$ cat src/sv/lgpt_pkg.sv
// ============================================================================
// lgpt_pkg
// Shared widths, constants, types and helper functions of the pose transform.
// ============================================================================
package lgpt_pkg;

    localparam int POS_WIDTH    = 40;
    localparam int CORDIC_STEPS = 30;

    localparam int ANG_W  = 23;
    localparam int BR_W   = 8;
    localparam int PPM_W  = 21;
    localparam int EV_W   = 32;

    // iteration index of the CORDIC loop
    localparam int CNT_W = $clog2(CORDIC_STEPS);

    // projection multiplier: magnitude of a position difference times a Q30 coefficient,
    // one DIG_W-bit digit per cycle
    localparam int DIG_W  = 16;
    localparam int MAG_W  = POS_WIDTH + 1;
    localparam int NCH    = (MAG_W + DIG_W - 1) / DIG_W;
    localparam int CH_W   = (NCH > 1) ? $clog2(NCH) : 1;
    localparam int OPW    = NCH * DIG_W;
    localparam int COEF_W = 32;
    localparam int TACC_W = OPW + COEF_W;
    localparam int ACC_W  = TACC_W + 2;
    localparam int QW     = ACC_W - 30;
    localparam int SUM_W  = QW + 1;

    // CORDIC datapath width (Q2.30 plus guard)
    localparam int CW = 34;

    localparam int PI_URAD   = 3141593;
    localparam int TURN_URAD = 6283185;

    localparam logic signed [ANG_W:0] ANG_HI   = (ANG_W + 1)'(PI_URAD - 1);
    localparam logic signed [ANG_W:0] ANG_LO   = -((ANG_W + 1)'(PI_URAD - 1));
    localparam logic signed [ANG_W:0] ANG_SPAN = (ANG_W + 1)'(TURN_URAD);

    // urad to Q30: q = floor(n * 2^24 / 15625), reciprocal with one correction step
    localparam int NMAG_W  = ANG_W - 1;
    localparam int RECIP_W = 33;
    localparam int RSH     = 22;
    localparam logic [RECIP_W-1:0] DIV_RECIP = RECIP_W'(64'd70368744177664 / 64'd15625);
    localparam logic [13:0]        DIV_DEN   = 14'd15625;

    localparam logic signed [CW-1:0] HALF_PI_Q = CW'(64'sd1686629713);
    localparam logic signed [CW-1:0] PI_Q      = CW'(64'sd3373259426);
    localparam logic signed [CW-1:0] GAIN_Q    = CW'(64'sd652032874);

    localparam logic [19:0] PPM_SCALE = 20'd1000000;
    localparam logic [22:0] PPM_MAX   = 23'd1000000;

    localparam logic [1:0] TERM_LAST = 2'd3;

    typedef enum logic [3:0] {
        ST_IDLE,
        ST_DISPATCH,
        ST_DIV_MUL,
        ST_DIV_CHK,
        ST_DIV_FIX,
        ST_CORDIC_INIT,
        ST_CORDIC,
        ST_CORDIC_END,
        ST_PPM_COS,
        ST_PPM_SIN,
        ST_TERM_LOAD,
        ST_TERM_MUL,
        ST_TERM_ADD,
        ST_FIN,
        ST_DONE
    } lgpt_state_t;

    typedef struct packed {
        logic             load;
        logic             div_mul;
        logic             div_chk;
        logic             div_fix;
        logic             cordic_init;
        logic             cordic_step;
        logic             cordic_end;
        logic             ppm_cos;
        logic             ppm_sin;
        logic             term_load;
        logic             term_mul;
        logic             term_add;
        logic             fin;
        logic             out_load;
        logic [CNT_W-1:0] iter;
        logic [1:0]       term;
    } lgpt_cmd_t;

    typedef struct packed {
        logic act;
        logic match;
    } lgpt_status_t;

    // wrap an angle sum into [-3141592, 3141592] urad; inputs stay within one turn of range
    function automatic logic signed [ANG_W-1:0] norm_angle(input logic signed [ANG_W:0] a);
        logic signed [ANG_W:0] r;
        r = a;
        if (a > ANG_HI)
            r = a - ANG_SPAN;
        else if (a < ANG_LO)
            r = a + ANG_SPAN;
        return r[ANG_W-1:0];
    endfunction

    // atan(2^-i) in Q30, rounded to nearest
    function automatic logic [31:0] atan_q30(input logic [CNT_W-1:0] i);
        logic [31:0] v;
        case (int'(i))
            0:  v = 32'd843314857;
            1:  v = 32'd497837829;
            2:  v = 32'd263043837;
            3:  v = 32'd133525159;
            4:  v = 32'd67021687;
            5:  v = 32'd33543516;
            6:  v = 32'd16775851;
            7:  v = 32'd8388437;
            8:  v = 32'd4194283;
            9:  v = 32'd2097149;
            31: v = 32'd1;
            default:
            begin
                if (int'(i) <= 30)
                    v = 32'd1 << (30 - int'(i));
                else
                    v = 32'd0;
            end
        endcase
        return v;
    endfunction

endpackage

$ cat src/sv/lgpt_ctrl.sv
// ============================================================================
// lgpt_ctrl
// Sequencer: handshakes, loop counters and datapath commands.
// ============================================================================
module lgpt_ctrl
    import lgpt_pkg::*;
(
    input  logic         clk,
    input  logic         rst_n,
    input  logic         in_valid,
    output logic         in_stall,
    output logic         out_valid,
    input  logic         out_stall,
    input  lgpt_status_t status,
    output lgpt_cmd_t    cmd
);

    lgpt_state_t      state_reg, state_next;
    logic [CNT_W-1:0] iter_reg, iter_next;
    logic [CH_W-1:0]  chunk_reg, chunk_next;
    logic [1:0]       term_reg, term_next;
    logic             ov_reg, ov_next;

    always_ff @(posedge clk or negedge rst_n)
    begin
        if (!rst_n)
        begin
            state_reg <= ST_IDLE;
            iter_reg  <= '0;
            chunk_reg <= '0;
            term_reg  <= '0;
            ov_reg    <= 1'b0;
        end
        else
        begin
            state_reg <= state_next;
            iter_reg  <= iter_next;
            chunk_reg <= chunk_next;
            term_reg  <= term_next;
            ov_reg    <= ov_next;
        end
    end

    always_comb
    begin
        state_next = state_reg;
        iter_next  = iter_reg;
        chunk_next = chunk_reg;
        term_next  = term_reg;
        cmd        = '0;
        cmd.iter   = iter_reg;
        cmd.term   = term_reg;

        case (state_reg)
            ST_IDLE:
            begin
                if (in_valid)
                begin
                    cmd.load   = 1'b1;
                    state_next = ST_DISPATCH;
                end
            end
            ST_DISPATCH:
            begin
                term_next = '0;
                if (status.act)
                    state_next = ST_DIV_MUL;
                else if (status.match)
                    state_next = ST_TERM_LOAD;
                else
                    state_next = ST_DONE;
            end
            ST_DIV_MUL:
            begin
                cmd.div_mul = 1'b1;
                state_next  = ST_DIV_CHK;
            end
            ST_DIV_CHK:
            begin
                cmd.div_chk = 1'b1;
                state_next  = ST_DIV_FIX;
            end
            ST_DIV_FIX:
            begin
                cmd.div_fix = 1'b1;
                state_next  = ST_CORDIC_INIT;
            end
            ST_CORDIC_INIT:
            begin
                cmd.cordic_init = 1'b1;
                iter_next       = '0;
                state_next      = ST_CORDIC;
            end
            ST_CORDIC:
            begin
                cmd.cordic_step = 1'b1;
                if (iter_reg == CNT_W'(CORDIC_STEPS - 1))
                    state_next = ST_CORDIC_END;
                else
                    iter_next = iter_reg + 1'b1;
            end
            ST_CORDIC_END:
            begin
                cmd.cordic_end = 1'b1;
                state_next     = ST_PPM_COS;
            end
            ST_PPM_COS:
            begin
                cmd.ppm_cos = 1'b1;
                state_next  = ST_PPM_SIN;
            end
            ST_PPM_SIN:
            begin
                cmd.ppm_sin = 1'b1;
                term_next   = '0;
                state_next  = status.match ? ST_TERM_LOAD : ST_DONE;
            end
            ST_TERM_LOAD:
            begin
                cmd.term_load = 1'b1;
                chunk_next    = '0;
                state_next    = ST_TERM_MUL;
            end
            ST_TERM_MUL:
            begin
                cmd.term_mul = 1'b1;
                if (chunk_reg == CH_W'(NCH - 1))
                    state_next = ST_TERM_ADD;
                else
                    chunk_next = chunk_reg + 1'b1;
            end
            ST_TERM_ADD:
            begin
                cmd.term_add = 1'b1;
                if (term_reg[0])
                    state_next = ST_FIN;
                else
                begin
                    term_next  = term_reg + 1'b1;
                    state_next = ST_TERM_LOAD;
                end
            end
            ST_FIN:
            begin
                cmd.fin = 1'b1;
                if (term_reg == TERM_LAST)
                    state_next = ST_DONE;
                else
                begin
                    term_next  = term_reg + 1'b1;
                    state_next = ST_TERM_LOAD;
                end
            end
            ST_DONE:
            begin
                if (!ov_reg || !out_stall)
                begin
                    cmd.out_load = 1'b1;
                    state_next   = ST_IDLE;
                end
            end
            default:
            begin
                state_next = ST_IDLE;
            end
        endcase

        if (cmd.out_load)
            ov_next = 1'b1;
        else if (ov_reg && !out_stall)
            ov_next = 1'b0;
        else
            ov_next = ov_reg;
    end

    assign in_stall  = (state_reg != ST_IDLE);
    assign out_valid = ov_reg;

endmodule

$ cat config.mk
export PLATFORM = sky130hd
export DESIGN_NAME = lgpt_ctrl
export DESIGN_NICKNAME = d
export VERILOG_FILES = /design/src/sv/lgpt_pkg.sv /design/src/sv/lgpt_ctrl.sv
export SDC_FILE = /design/constraint.sdc
export NUM_CORES = 1
export LEC_CHECK = 0
export BUFFER_PORTS_ARGS = -buffer_cell sky130_fd_sc_hd__clkbuf_2
export CAP_MARGIN = 40
export CORE_UTILIZATION = 50
export DETAILED_ROUTE_END_ITERATION = 10
export PLACE_DENSITY = 0.78
export SKIP_LAST_GASP = 1
export SYNTH_ARGS = -nofsm -noshare
export SYNTH_HDL_FRONTEND = slang
export SYNTH_SLANG_ARGS = --single-unit
$ cat constraint.sdc
create_clock -name clk -period 2.1 [get_ports clk]
set_input_delay 0 -clock clk [delete_from_list [all_inputs] [get_ports clk]]
set_output_delay 0 -clock clk [all_outputs]
set_load 0.005 [all_outputs]
==> results of run 1 <==
## cells in the mapped netlist, types with 2 or more instances
library cell	number	area [um^2]
dfrtp_1	14	350
nor2_1	12	45.0
inv_1	8	30.0
nand2_1	8	30.0
nor3_1	6	30.0
o21ai_0	6	30.0
a21oi_1	5	25.0
ha_1	5	62.6
buf_2	4	20.0
nand3_1	3	15.0
o21ai_1	3	15.0
xor2_1	3	26.3
a31oi_1	2	12.5
clkbuf_1	2	7.51
mux2i_1	2	20.0
nand2b_1	2	12.5
nand4_1	2	12.5
nand4b_1	2	17.5
o31ai_1	2	15.0
## final timing paths
kind | startpoint | end | cells after the start
max | state_reg[3] | state_reg[2] | 5
min | status[1] | state_reg[3] | 4
max reg2reg | state_reg[3] | state_reg[2] | 5
min reg2reg | chunk_reg[0] | chunk_reg[0] | 1
max in group asynchronous | rst_n | chunk_reg[1] | 2
min in group asynchronous | rst_n | state_reg[3] | 2
## cell type report
cell class | instances | area (um^2)
Clock buffer | 4 | 36.3
Tap cell | 25 | 31.3
Fill cell | 150 | 588
Timing Repair Buffer | 34 | 190
Sequential cell | 14 | 350
Inverter | 9 | 33.8
Multi-Input combinational cell | 83 | 553
## metrics by stage
stage	area, um^2	power, W	cells	worst slack, ns	utilization
global placement	1140	0.00131	163	0.474	0.639
global route	1190	0.00169	169	0.252	0.670
detailed placement	1140	0.00134	163	0.362	0.639
CTS	1190	0.00155	169	0.357	0.670
floorplan	976	0.00107	114	0.588	-
finish	1190	0.00155	169	0.341	0.670
## layer usage
metal	part of all wire	routed length, um	GRT usage	vias up
li1	-	-	-	465
met5	0	0	0	-
met2	0.50	1120	0.369	37
met3	0.049	110	0.0353	4
met4	0.0093	21	0.112	0
met1	0.45	1010	0.325	440
## power breakdown
| part | leakage, nW | internal [W] | switching [W] |
|---|---|---|---|
| Combinational | 0.405 | 0.000370 | 0.000458 |
| Clock | 0.0210 | 0.000105 | 0.0000919 |
| Sequential | 0.180 | 0.000365 | 0.000156 |
## cells in the final DEF, fill, tap and decap left out, types with 2 or more instances in the layout
cell and n:
nand4_1 2, a21oi_1 5, a31oi_1 2, xor2_1 3, clkbuf_4 3, dlygate4sd3_1 2, mux2i_1 2, buf_4 4
dfrtp_1 14, o21ai_0 6, o21ai_1 3, nand2_1 8, nand3_1 3, nor2_1 12, inv_1 8, ha_1 5
nor3_1 6, nand4b_1 2, nand2b_1 2, o31ai_1 2, clkbuf_2 28
## worst min-delay path, delay by kind of cell
family,cells,cell delay (ns)
compound gates,2,0.26
buf+inv,1,0.09
simple gates,1,0.04
## logic make-up after synthesis
| family | Yosys count | synth area share |
|---|---|---|
| muxes | 3 | 0.0321 |
| adders and majority gates | 5 | 0.0641 |
| AOI/OAI and AO/OA | 28 | 0.204 |
| buffers and inverters | 17 | 0.0744 |
| xor gates and xnor gates | 3 | 0.0269 |
| DFF | 14 | 0.359 |
| and+or+nand+nor | 44 | 0.240 |
## timing repair
| action | in CTS | in global routing |
|---|---|---|
| setup endpoints to repair | 0 | 0 |
| gates resized for setup | 0 | 0 |
| hold endpoints to repair | 15 | 0 |
| buffers inserted | 0 | 0 |
| hold buffers | 2 | 0 |
==> run metrics, run 1 <==
Detailed Route WL=around 2300 um; number of global-route vias before repair=840; TritonCTS Buffers=3; unique cell type count in the Yosys netlist=42; setup TNS=0 ns; worst rel slew slack=0.649; Hold Path Class=in2reg; post-DR wirelength/cell=13.4 um; fin crit share=0.838; post-route ant nets=0; Top delay family on crit path=flip-flops; Worst Setup Start Kind=flip-flop; Final Hold Viols=0; crit-path max FO=19; Die ar.=approximately 2100 um^2; minimum clock period=between 1.5 and 2 ns; Reg2Reg Setup Slack=roughly 0.34 ns; mapped cell area=976 um^2; first-pass GRT wire length=3600 um; # setup viols final=0; buffers added on ports=28; Power Density=1290 nW/um^2; Peak VDD IR=0.741 mV; type of element capturing the critical path=flip-flop; Critical Path RT=approximately 2.3 ns; Net Count, Synth=125; Iter 0 DRT Violations=41; pin count of the biggest net entering global routing=20; Core ar.=1780 um^2; gp weighted congestion=0.843; DR vias/cell=5.60; DRC Markers=0; max incr delay on CP=about 0.68 ns; RSZ-0062 raised after global routing=false; Seq cells post-synth=14; Post-Syn Area per Cell=8.56 um^2; Synth Warn #=0; Pins Over Slew Limit=0; Vias=946; Crit path buffers/inverters=1; # IOs=29; ratio of cells with drive above 1 in the final layout=0.292; Seq/Total Area, Yosys=0.359; initial core utilization=0.547; Final Net Count=156; ys flop type=dfrtp_1; EDFF count, synth=0; maxcap violations=0; Worst path slowest cell=dfrtp_1; Mapped Cells=approximately 110; CTS Sinks=14; status=complete, no violations; Root Buffer=clkbuf_4; GR Overflow Total=0; Post-synth ARST share=1.00; Slew @ Worst Pin=0.526 ns; leakage=0.606 nW; Ant. Diodes=0; clk slew on worst S/H paths=0.09 ns; max reg flops=5; initial antenna violation count=0; CP arrival=1.91 ns; chip width=46.2 um; Cell Chain, Critical Path=nor4bb_1, buf_4, o2bb2ai_2, a2111oi_1, o22ai_1; Setup CP Type=reg2reg; dpl hpwl=1680 um; H-tree levels=1; Initial DRT Pass Iterations=4; DIE HEIGHT=46.2 um; CTS tree=built; Fin Hold WS=around 0.15 ns; Worst Skew=approximately 0.0038 ns; worst skew pair latency=0.28 ns; num rows=15; f_max=568 MHz; Area growth, synth to finish=22.4%; Tot GR Track Use=0.239; Max Root-Sink Buffers=2
(Power assumes the default switching activity.)
==> inputs of run 2 (changes only) <==
ABC_AREA = 1   (was not set)
CORE_UTILIZATION = 51   (was 50)
clock period = 1.7 ns   (was 2.1 ns; I/O delays follow)
==> run metrics, run 2 <==
ratio of cells with drive above 1 in the final layout=0.301 (+0.00888); leakage=0.795 nW (+31%); Crit path buffers/inverters=2 (+1); Max Root-Sink Buffers=2 (unchanged); f_max=roughly 690 MHz; Top delay family on crit path=simple AND/OR/NAND/NOR gates; Post-synth ARST share=1.00 (unchanged); EDFF count, synth=0 (unchanged); Synth top cells by count=44 x nand2_1, 18 x nor2_1, 17 x inv_1, 14 x dfrtp_1, 12 x nand3_1; CTS tree=built; gp weighted congestion=0.921 (+9.4%); TritonCTS Buffers=3 (unchanged); post-route ant nets=0 (unchanged); chip width=47.3 um (+2.5%); Die ar.=2240 um^2 (+5.1%); initial core utilization=0.540 (-0.00742); Core ar.=1940 um^2 (+8.9%); Pint=0.000907 W (+7.9%); number of global-route vias before repair=831 (-1.1%); status=complete, no violations; fin crit share=0.856; Comb power frac=0.573 (+0.038); CP arrival=1.46 ns (-0.45 ns); M1 GR Usage=0.299 (-0.0264); Initial DRT Pass Iterations=4 (unchanged); minimum clock period=between 1 and 1.5 ns; max reg flops=5 (unchanged); register share of total power=0.324 (-0.013); Final Hold Viols=0 (unchanged); Worst Skew=0.00174 ns (-0.00203 ns); Ant. Diodes=0 (unchanged); Cell Chain, Critical Path=nor2_1, nand2_1, inv_2, clkbuf_2; Area growth, synth to finish=19.9%; met2 usage=0.389 (+0.0200); Tot GR Track Use=0.229 (-0.00954); area of the multi-input gates=597 um^2 (+7.9%); buffers added on ports=28 (unchanged); worst rel slew slack=0.741 (+0.0922); Root Buffer=clkbuf_4; max incr delay on CP=0.46 ns (-0.22 ns); fillers=205 (+37%); Worst Setup Start Kind=flip-flop; Setup CP Type=reg2out; setup TNS=0 ns (unchanged); RSZ-0062 raised after global routing=false; ys flop type=dfrtp_1; # IOs=29 (unchanged); Mapped Cells=151 (+32%); pin count of the biggest net entering global routing=15 (-25%); first-pass GRT wire length=3600 um (unchanged); Synth area leaders=dfrtp_1 33%, nand2_1 16%, nor2_1 6.4%, inv_1 6.1%, ha_1 6.0%; maxcap violations=0 (unchanged); num rows=16 (+1); Net Switching=0.000946 W (+34%); type of element capturing the critical path=output pin; Switching Share=0.510 (+0.0539); initial antenna violation count=0 (unchanged); Seq cells post-synth=14 (unchanged); Final Net Count=196 (+26%); # setup viols final=0 (unchanged); DR vias/cell=4.90 (-12%); # resized after CTS=0 (unchanged); fin area=1260 um^2 (+5.2%); Critical Path RT=1.70 ns (-0.55 ns); clk slew on worst S/H paths=0.08 ns (about the same); dpl hpwl=1830 um (+9.1%); unique cell type count in the Yosys netlist=24 (-43%); Slew @ Worst Pin=0.386 ns (-0.140 ns); crit-path max FO=7 (-12); most common cell in the synthesized netlist=nand2_1; Synth Warn #=0 (unchanged); grt peak-use layer=met2; Worst path slowest cell=dfrtp_1; H-tree levels=1 (unchanged); DIE HEIGHT=47.3 um (+2.5%); DRC Markers=0 (unchanged); Peak VDD IR=1.05 mV (+42%); post-placement cell area=1210 um^2 (+6.7%); post-DR wirelength/cell=10.8 um (-19%); most common cell after layout, fill and taps aside=nand2_1; Detailed Route WL=2270 um (+0.18%); CTS Sinks=14 (unchanged); Iter 0 DRT Violations=13 (-68%); mapped cell area=1050 um^2 (+7.4%); Pins Over Slew Limit=0 (unchanged); Seq/Total Area, Yosys=0.334 (-0.0248); clock network fraction of total power=0.103 (-0.025); Hold Path Class=in2reg; GR Overflow Total=0 (unchanged); area leader, netlist=dfrtp_1; most frequent cells in the layout=44 x nand2_1, 28 x clkbuf_2, 18 x nor2_1; FF/Latch Area=350 um^2 (unchanged); Net Count, Synth=162 (+30%); Post-Syn Area per Cell=6.94 um^2 (-19%); area fraction of the dominant cell type after synthesis=0.334 (-0.0248); Power Density=1470 nW/um^2 (+14%); met3 usage=0.0346 (-0.000679); worst skew pair latency=0.28 ns (about the same); Vias=1,030 (+8.9%)
==> run 2: cell count changes after synthesis, moves of 7 or more <==
| cell | change |
|---|---|
| nand2_2 | +7 |
| nand3_1 | +9 |
| nand2_1 | +36 |
| inv_1 | +9 |
==> run 2: power groups by stage <==
| stage | Sequential [W] | Clock [W] | Combinational (W) |
|---|---|---|---|
| after detailed placement | 0.000603 | 0 | 0.00106 |
| after global routing | 0.000627 | 0.000210 | 0.00123 |
| after floorplan | 0.000576 | 0 | 0.000777 |
| after global placement | 0.000595 | 0 | 0.00104 |
| after CTS | 0.000596 | 0.000194 | 0.00107 |
| final | 0.000599 | 0.000191 | 0.00106 |
==> run 2: final timing paths <==
path | startpoint | end | slack, ns | cells past startpoint
max | state_reg[1] | cmd[9] | 0.24 | 4
min | status[0] | state_reg[2] | 0.06 | 6
max reg2reg | state_reg[1] | term_reg[1] | 0.26 | 8
min reg2reg | chunk_reg[0] | chunk_reg[0] | 0.50 | 1
max in group asynchronous | rst_n | iter_reg[1] | 1.27 | 2
min in group asynchronous | rst_n | term_reg[1] | 0.16 | 2
==> run 2: area by class of cell <==
cell class / instances / area share
inverters: 25 / 0.0746
well taps: 27 / 0.0269
repair buffers: 30 / 0.127
multi-input cells: 111 / 0.475
flip-flops and latches: 14 / 0.279
clock buffers: 3 / 0.0179
==> run 2: routing by layer <==
metal / vias to the layer above / share of wire
met4: 0 / 0.0093
met1: 474 / 0.46
met5: - / 0
met2: 25 / 0.49
li1: 529 / -
met3: 2 / 0.034
==> run 2: per-stage QoR <==
stage | util | hold slack (ns) | total power [W] | instances | setup slack (ns)
after floorplan | - | -0.296 | 0.00135 | 151 | 0.463
after global placement | 0.626 | -0.0767 | 0.00164 | 205 | 0.321
after detailed placement | 0.626 | -0.0700 | 0.00167 | 205 | 0.282
after CTS | 0.648 | 0.0629 | 0.00186 | 210 | 0.239
after global routing | 0.648 | 0.0951 | 0.00206 | 210 | 0.0744
final | 0.648 | 0.0570 | 0.00185 | 210 | 0.244
==> run 2: repair_timing <==
item,CTS,global route
setup buffers,0,0
hold buffers,2,0
hold endpoints to repair,15,0
==> run 2: logic make-up (layout without fill, tap and decap cells) <==
logic type	Yosys count	count (layout)	share of synthesized area
AND/OR/NAND/NOR	91	91	0.424
AO/OA/AOI/OAI	14	14	0.0776
adder cells (fa/ha/maj)	5	5	0.0597
buffers and inverters	26	58	0.0967
XOR/XNOR	1	1	0.00835
flip-flops	14	14	0.334
==> run 2: tightest hold or removal path, cell delays in order <==
cell	delay (ns)
clkbuf_2	0.08
inv_1	0.03
nand2_1	0.05
nand2_1	0.05
nand2_1	0.05
nand2_1	0.05
